**src/rtl/bbr_ram.sv**
```systemverilog
// Generic single-write, single-read RAM with registered read data.
module bbr_ram #(
    parameter int WIDTH = 8,
    parameter int DEPTH = 16
) (
    input  logic                     clk,
    input  logic                     we,
    input  logic [$clog2(DEPTH)-1:0] waddr,
    input  logic [WIDTH-1:0]         wdata,
    input  logic [$clog2(DEPTH)-1:0] raddr,
    output logic [WIDTH-1:0]         rdata
);

    logic [WIDTH-1:0] mem [DEPTH];

    always_ff @(posedge clk)
    begin
        if (we)
        begin
            mem[waddr] <= wdata;
        end
        rdata <= mem[raddr];
    end

endmodule

```
**config.mk**
```make
export PLATFORM = sky130hd
export DESIGN_NAME = bbr_ram
export DESIGN_NICKNAME = d
export VERILOG_FILES = /design/src/rtl/bbr_ram.sv
export SDC_FILE = /design/constraint.sdc
export NUM_CORES = 1
export LEC_CHECK = 0
export ABC_AREA = 1
export BUFFER_PORTS_ARGS = -buffer_cell sky130_fd_sc_hd__buf_2
export CAP_MARGIN = 40
export CORE_UTILIZATION = 40
export DETAILED_ROUTE_END_ITERATION = 8
export SLEW_MARGIN = 10
export SYNTH_ARGS = -nofsm -noshare
export SYNTH_HDL_FRONTEND = slang
export SYNTH_SLANG_ARGS = --single-unit
```
**constraint.sdc**
```tcl
create_clock -name clk -period 1.7 [get_ports clk]
set_clock_uncertainty 0.15 [all_clocks]
set_input_delay 0.34 -clock clk [delete_from_list [all_inputs] [get_ports clk]]
set_output_delay 0.34 -clock clk [all_outputs]
set_load 0.05 [all_outputs]
```
* Word level (Yosys, flattened, before mapping)
Memories as Yosys holds them, arrays and structs flattened. A register that Yosys moved wholly into a read port is not among the register bits.
Index checks and enable logic that the tools add are counted.
** Word-level totals
- Register bits after elaboration :: 0
- RAM bits :: 128
- Bits of input ports :: 18
- Output and inout bits :: 8
- Word-level logic and storage cells :: 3
- Memories kept :: 1
** Memory list
- mem :: words 16, width 8, read ports 1, clocked after memory_dff 1, wr ports 1, RTL line 14 : logic [WIDTH-1:0] mem [DEPTH];
** Cells by class
- Multiplexer cells :: 2
** Operators with widths (number)
- $mux W1 :: 2

* Logic depth before layout (Yosys ltp)
Gate-level depths: netlist of the first run.
- Depth in word-level cells :: 2
- Gate-level depth with buffers :: 8
- Depth with buffers taken out :: 7

* Least setup slack after synthesis of the first run
Ideal clock, no wire load.
- Kind :: input -> register
- Start :: input waddr[2]
- End :: memory mem[10][0], enable pin
- Setup time :: 0.370 ns
- Arrival time :: 0.921 ns
- Required time :: 1.180 ns
- Path slack :: 0.259 ns
- Cell stages on the path :: 2
- Buffers on the path :: 0
- Cell sequence :: nand3b_1 nor2_1
** RTL lines
- from (decl) :: RTL line 8 : input logic [$clog2(DEPTH)-1:0] waddr,
- to (decl) :: RTL line 14
Straight into the memory's write port.

* Final worst setup path of the first run
- Start :: register rdata[7], read port of mem
- End :: output rdata[7]
** RTL lines
- from (decl) :: RTL line 11 : output logic [WIDTH-1:0] rdata
No word-level cell between the ends.

==> impl_metrics.yaml, run 1 <==
status:
  outcome: "finished clean"
layout:
  n_antenna_cell: 0
  final_area_um2: 6870
  nNetsFinal: 615
  area_growth_pct: 19.1
  fin_util_pct: 49.1
  layout.cells.non_filler: 790
  drive_gt1_share_pct: 13.4
place:
  gp_congestion: 0.790
  io_buffer_count: 25
  dpl.hpwl_um: 8040
  dp.cells: 758
  placed_area_um2: 6210
yosys:
  synth_area_um2: 5770
  synth_compound_area_share_pct: 0
  synth_fp_nets: 569
  synthCells: 551
  ys_seq_area_share_pct: 69.4
  synthAdderAreaFrac_pct: 0
  synth-simple-area-share_pct: 21.0
  yosysUniqueCellTypes: 12
  synthXorXnorAreaFrac_pct: 0
  yosys_warnings: 0
  postSynthAreaPerCell_um2: 10.5
  synth_top_family_by_area: "simple AND/OR/NAND/NOR gates"
  synthMuxAreaShare_pct: 0
  ys_ff_latch: 136
sta:
  tightest_slew_ns: 0.385
  min_period_over_period_pct: 89.8
  setup_viol: 0
  rsz0062_at_grt: "false"
  max_freq_mhz: 655
  holdWs_ns: 0.136
  fin_crit_ns: 1.53
  tns_ns: 0
  timing.slew.headroom_pct: 74.3
  slew_violations: 0
  hold_viol: 0
cts:
  clock_latency_ns: 0.41
  cts-root-buf: "clkbuf_16"
  clockBufferDepth: 2
  post-cts-setup-buffer-count: 0
  htreeDepth: 4
  cts_resized: 0
  cts_tree: "yes"
  path_clk_slew_ns: 0.06
  cts_buffers: 17
  clock-sinks: 136
  hold_buffers: 0
critical_path:
  cp-end-kind: "output port"
  startpoint_type: "flop"
  path_delay_family: "flip-flops"
  path_buf_inv: 1
  crit_start: "rdata[7]"
  r2r_slack_ns: 0.50
  crit_cells: 1
  worstPathRequired_ns: 1.21
  ff2ff_path_depth: 6
  worstPathCellList: "buf_2"
  crit_fanout: 1
  r2r-end: "rdata[3]"
  path_class: "flop to output port"
  crit_end: "rdata[7]"
  arrival_ns: 1.04
  slowest_stage: "dfxtp_1"
  critical-path-max-stage-delay_ns: 0.35
  r2r_start: "mem[9][3]"
global_routing:
  grt_pass1_wl_um: 20800
  antenna_found_initial: 0
  grt-ovfl-total: 0
  grt_max_degree: 65
  track_usage_pct: 19.4
  grt_pass1_vias: 3782
power:
  ir_worst_vdd_mv: 0.738
  p_per_area_nw_per_um2: 1220
  leakage_nw: 2.98
flow_run:
  maxCapViolCount: 0
worst_hold_path:
  min_path_type: "input pin to flop"
  min_from: "raddr[3]"
die:
  fp.coreArea_um2: 14000
  start_util_pct: 41.2
  io_pins: 26
  rows: 43
  die_h_um: 122
  die_area_um2: 14900
  die_w_um: 122
route:
  vias: 3846
  drt-total-wl_um: 13100
  wl_per_cell_um: 16.6
  drt_iter0_drc: 323
  drc: 0
  vias_per_cell: 4.87
  dr.pass1.iters: 5
  ant_nets: 0
==> per-stage QoR <==
step	power, mW	setup WS (ns)
after floorplan	4.18	0.259
after global placement	4.39	0.141
after detailed placement	4.40	0.137
after CTS	8.46	0.135
after global routing	8.66	0.123
final	8.40	0.174
==> sequential cells by signal, indices dropped and copies added, names as in the netlist <==
register,flops
mem,128
rdata,8
==> area by class of cell <==
class	instances	area (um^2)
Multi-Input combinational cell	289	1210
Clock inverter	14	229
Sequential cell	136	4000
Tap cell	180	225
Clock buffer	18	429
Timing Repair Buffer	51	383
Fill cell	1302	7120
Inverter	102	383
==> worst min path at each step <==
stage / cells after the start / end / slack (ns)
2_1_floorplan: 0 / mem[0][0] / 0.29
3_3_place_gp: 6 / rdata[5] / 0.50
3_5_place_dp: 6 / rdata[7] / 0.49
4_1_cts: 3 / rdata[5] / 0.13
5_1_grt: 3 / rdata[2] / 0.15
6_report: 3 / rdata[5] / 0.14
==> cell families after synthesis <==
family | Yosys count
DFF | 136
buffers and inverters | 126
and+or+nand+nor | 289
==> per-layer routing <==
layer / global-route usage (%) / share of wire, %
met2: 31.0 / 48
met4: 8.31 / 1.9
met1: 26.1 / 45
met5: 0 / 0
met3: 3.56 / 5.5
==> layout by cell type (no fill, tap or decap) <==
master	n
clkinv_1	2
dfxtp_1	8
clkinvlp_4	3
edfxtp_1	128
inv_1	100
buf_4	21
nand3b_1	2
inv_2	2
clkinv_4	1
buf_12	5
nor2_1	17
bufinv_16	6
nand2_1	173
clkbuf_1	1
nand3_1	97
buf_2	25
clkbuf_16	17
clkinv_2	2
==> Yosys cell counts (all sizes together) <==
cell    number  area, um^2
nand2      173         649
edfxtp     128        3840
inv        102         383
nand3       97         485
buf         24         166
nor2        17        63.8
dfxtp        8         160
nand3b       2        15.0
==> power by group <==
part | total [mW] | switching [mW] | internal, mW
Clock | 4.08 | 1.34 | 2.73
Combinational | 0.552 | 0.399 | 0.153
Sequential | 3.77 | 0.0234 | 3.75
(Power assumes the default switching activity.)
==> run 2, diff against run 1 <==
--- a/config.mk
+++ b/config.mk
@@ -5,7 +5,6 @@
 export SDC_FILE = /design/constraint.sdc
 export NUM_CORES = 1
 export LEC_CHECK = 0
-export ABC_AREA = 1
 export BUFFER_PORTS_ARGS = -buffer_cell sky130_fd_sc_hd__buf_2
 export CAP_MARGIN = 40
 export CORE_UTILIZATION = 40
==> impl_metrics.yaml, run 2 <==
global_routing:
  track_usage_pct: 17.4
  grtUsageMet1_pct: 23.9
  gr-usage-met2_pct: 25.9
  antenna_found_initial: 0
  grt-busiest-layer: "met2"
  use_met3_pct: 5.60
  grt-ovfl-total: 0
  grt_max_degree: 17
  grt_pass1_wl_um: 15600
  grt_pass1_vias: 2588
route:
  drt_iter0_drc: 215
  vias_per_cell: 5.26
  dr.pass1.iters: 4
  ant_nets: 0
  wl_per_cell_um: 21.7
  drt-total-wl_um: 10300
  drc: 0
  vias: 2503
layout:
  top_register: "mem"
  nNetsFinal: 309
  n_antenna_cell: 0
  multi_input_area_um2: 1060
  final_cell_mix: "128 x edfxtp_1, 25 x buf_2, 24 x buf_4"
  fill_cells: 1005
  layout_commonest_cell: "edfxtp_1"
  largest_register_ff_count: 128
  area_growth_pct: 22.3
  drive_gt1_share_pct: 34.2
  seqCellArea_um2: 4000
  reg.largest.list: "mem (128), rdata (8)"
critical_path:
  path_delay_family: "flip-flops"
  arrival_ns: 1.09
  crit_fanout: 1
  worstPathRequired_ns: 1.21
  cp-end-kind: "output port"
  worstPathCellList: "buf_2"
  critical-path-max-stage-delay_ns: 0.39
  startpoint_type: "flop"
  path_buf_inv: 1
  path_class: "flop to output port"
  slowest_stage: "dfxtp_1"
cts:
  cts-root-buf: "clkbuf_16"
  cts_tree: "yes"
  cts_buffers: 17
  post-cts-setup-buffer-count: 0
  htreeDepth: 4
  cts_resized: 0
  clock_latency_ns: 0.41
  path_clk_slew_ns: 0.05
  clockBufferDepth: 2
  clock-sinks: 136
  hold_buffers: 0
yosys:
  yosysUniqueCellTypes: 19
  synth_common_cells: "128 x edfxtp_1, 18 x mux4_2, 16 x a22oi_1, 14 x mux4_1, 13 x nor2_1"
  postSynthAreaPerCell_um2: 22.5
  ys_seq_area_share_pct: 77.8
  synth_area_um2: 5150
  ys.flop_type: "edfxtp_1"
  yosysTopAreaCell: "edfxtp_1"
  yosys-top-cells-area: "edfxtp_1 75%, mux4_2 7.9%, mux4_1 7.1%"
  synthCells: 229
  synth_top_cell_area_share_pct: 74.7
  ys_ff_latch: 136
  synth_fp_nets: 247
  synth-edff-count: 128
  post-synth-top-count-cell: "edfxtp_1"
  yosys_warnings: 0
  async_reset_ff_share_pct: 0
place:
  io_buffer_count: 25
  gp_congestion: 0.696
  dpl.hpwl_um: 6780
die:
  die_w_um: 115
  rows: 41
  io_pins: 26
  fp.coreArea_um2: 12600
  start_util_pct: 41.0
  die_h_um: 115
  die_area_um2: 13300
sta:
  min_period_over_period_pct: 92.9
  fin_crit_ns: 1.58
  hold_viol: 0
  holdWs_ns: 0.169
  timing.slew.headroom_pct: 48.0
  max_freq_mhz: 633
  setup_viol: 0
  slew_violations: 0
  tightest_slew_ns: 0.778
  rsz0062_at_grt: "false"
power:
  p_per_area_nw_per_um2: 1280
  power.total_mw: 8.06
  leakage_nw: 2.17
  ir_worst_vdd_mv: 0.685
status:
  outcome: "finished clean"
worst_hold_path:
  min_path_type: "input pin to flop"
flow_run:
  maxCapViolCount: 0
## run 2: per-stage QoR
step,cells,setup TNS (ns),area [um^2],utilization [%],setup slack [ns]
2_1_floorplan,229,-1.66,5150,-,-0.0561
3_3_place_gp,444,-2.94,5670,45.1,-0.248
3_5_place_dp,444,-3.35,5670,45.1,-0.239
4_1_cts,476,0,6300,50.1,0.101
5_1_grt,476,0,6300,50.1,0.0754
6_report,476,0,6300,50.1,0.121
## run 2: kinds of logic after synthesis
family | share of synthesized area, %
buf+inv | 1.68
compound gates | 2.33
mux | 15.0
flops | 77.8
simple gates | 3.18
## run 2: report_power, final
part / internal [mW] / switching, mW / total, mW
logic: 0.168 / 0.276 / 0.444
registers: 3.75 / 0.0247 / 3.77
clock network: 2.53 / 1.32 / 3.84
## run 2: worst reg2reg max path, delay by kind of cell, from the launching register on
family	cells	cell delay [ns]
AOI/OAI and AO/OA	1	0.27
DFF	1	0.37
muxes	1	0.54
and+or+nand+nor	1	0.08
## run 2: layout make-up
cell class | count | area share, %
clock buffer | 20 | 7.25
clock inverter | 12 | 2.76
sequential | 136 | 63.6
multi-input combinational | 83 | 16.9
timing repair buffer | 53 | 6.12
tap | 172 | 3.42
## run 2: metal layers
metal / wire (um) / part of all wire [%]
met5: 0 / 0
met1: 4820 / 47
met4: 135 / 1.3
met3: 507 / 4.9
met2: 4880 / 47
## run 2: path summary, 6_finish.rpt
path                     to  slack (ns)       start  cells past startpoint
setup reg to reg   rdata[0]        0.18   mem[0][0]                      3
setup / recovery   rdata[6]        0.12    rdata[6]                      1
hold / removal    mem[7][5]        0.17    wdata[5]                      1
hold reg to reg    rdata[4]        0.52  mem[14][4]                      3
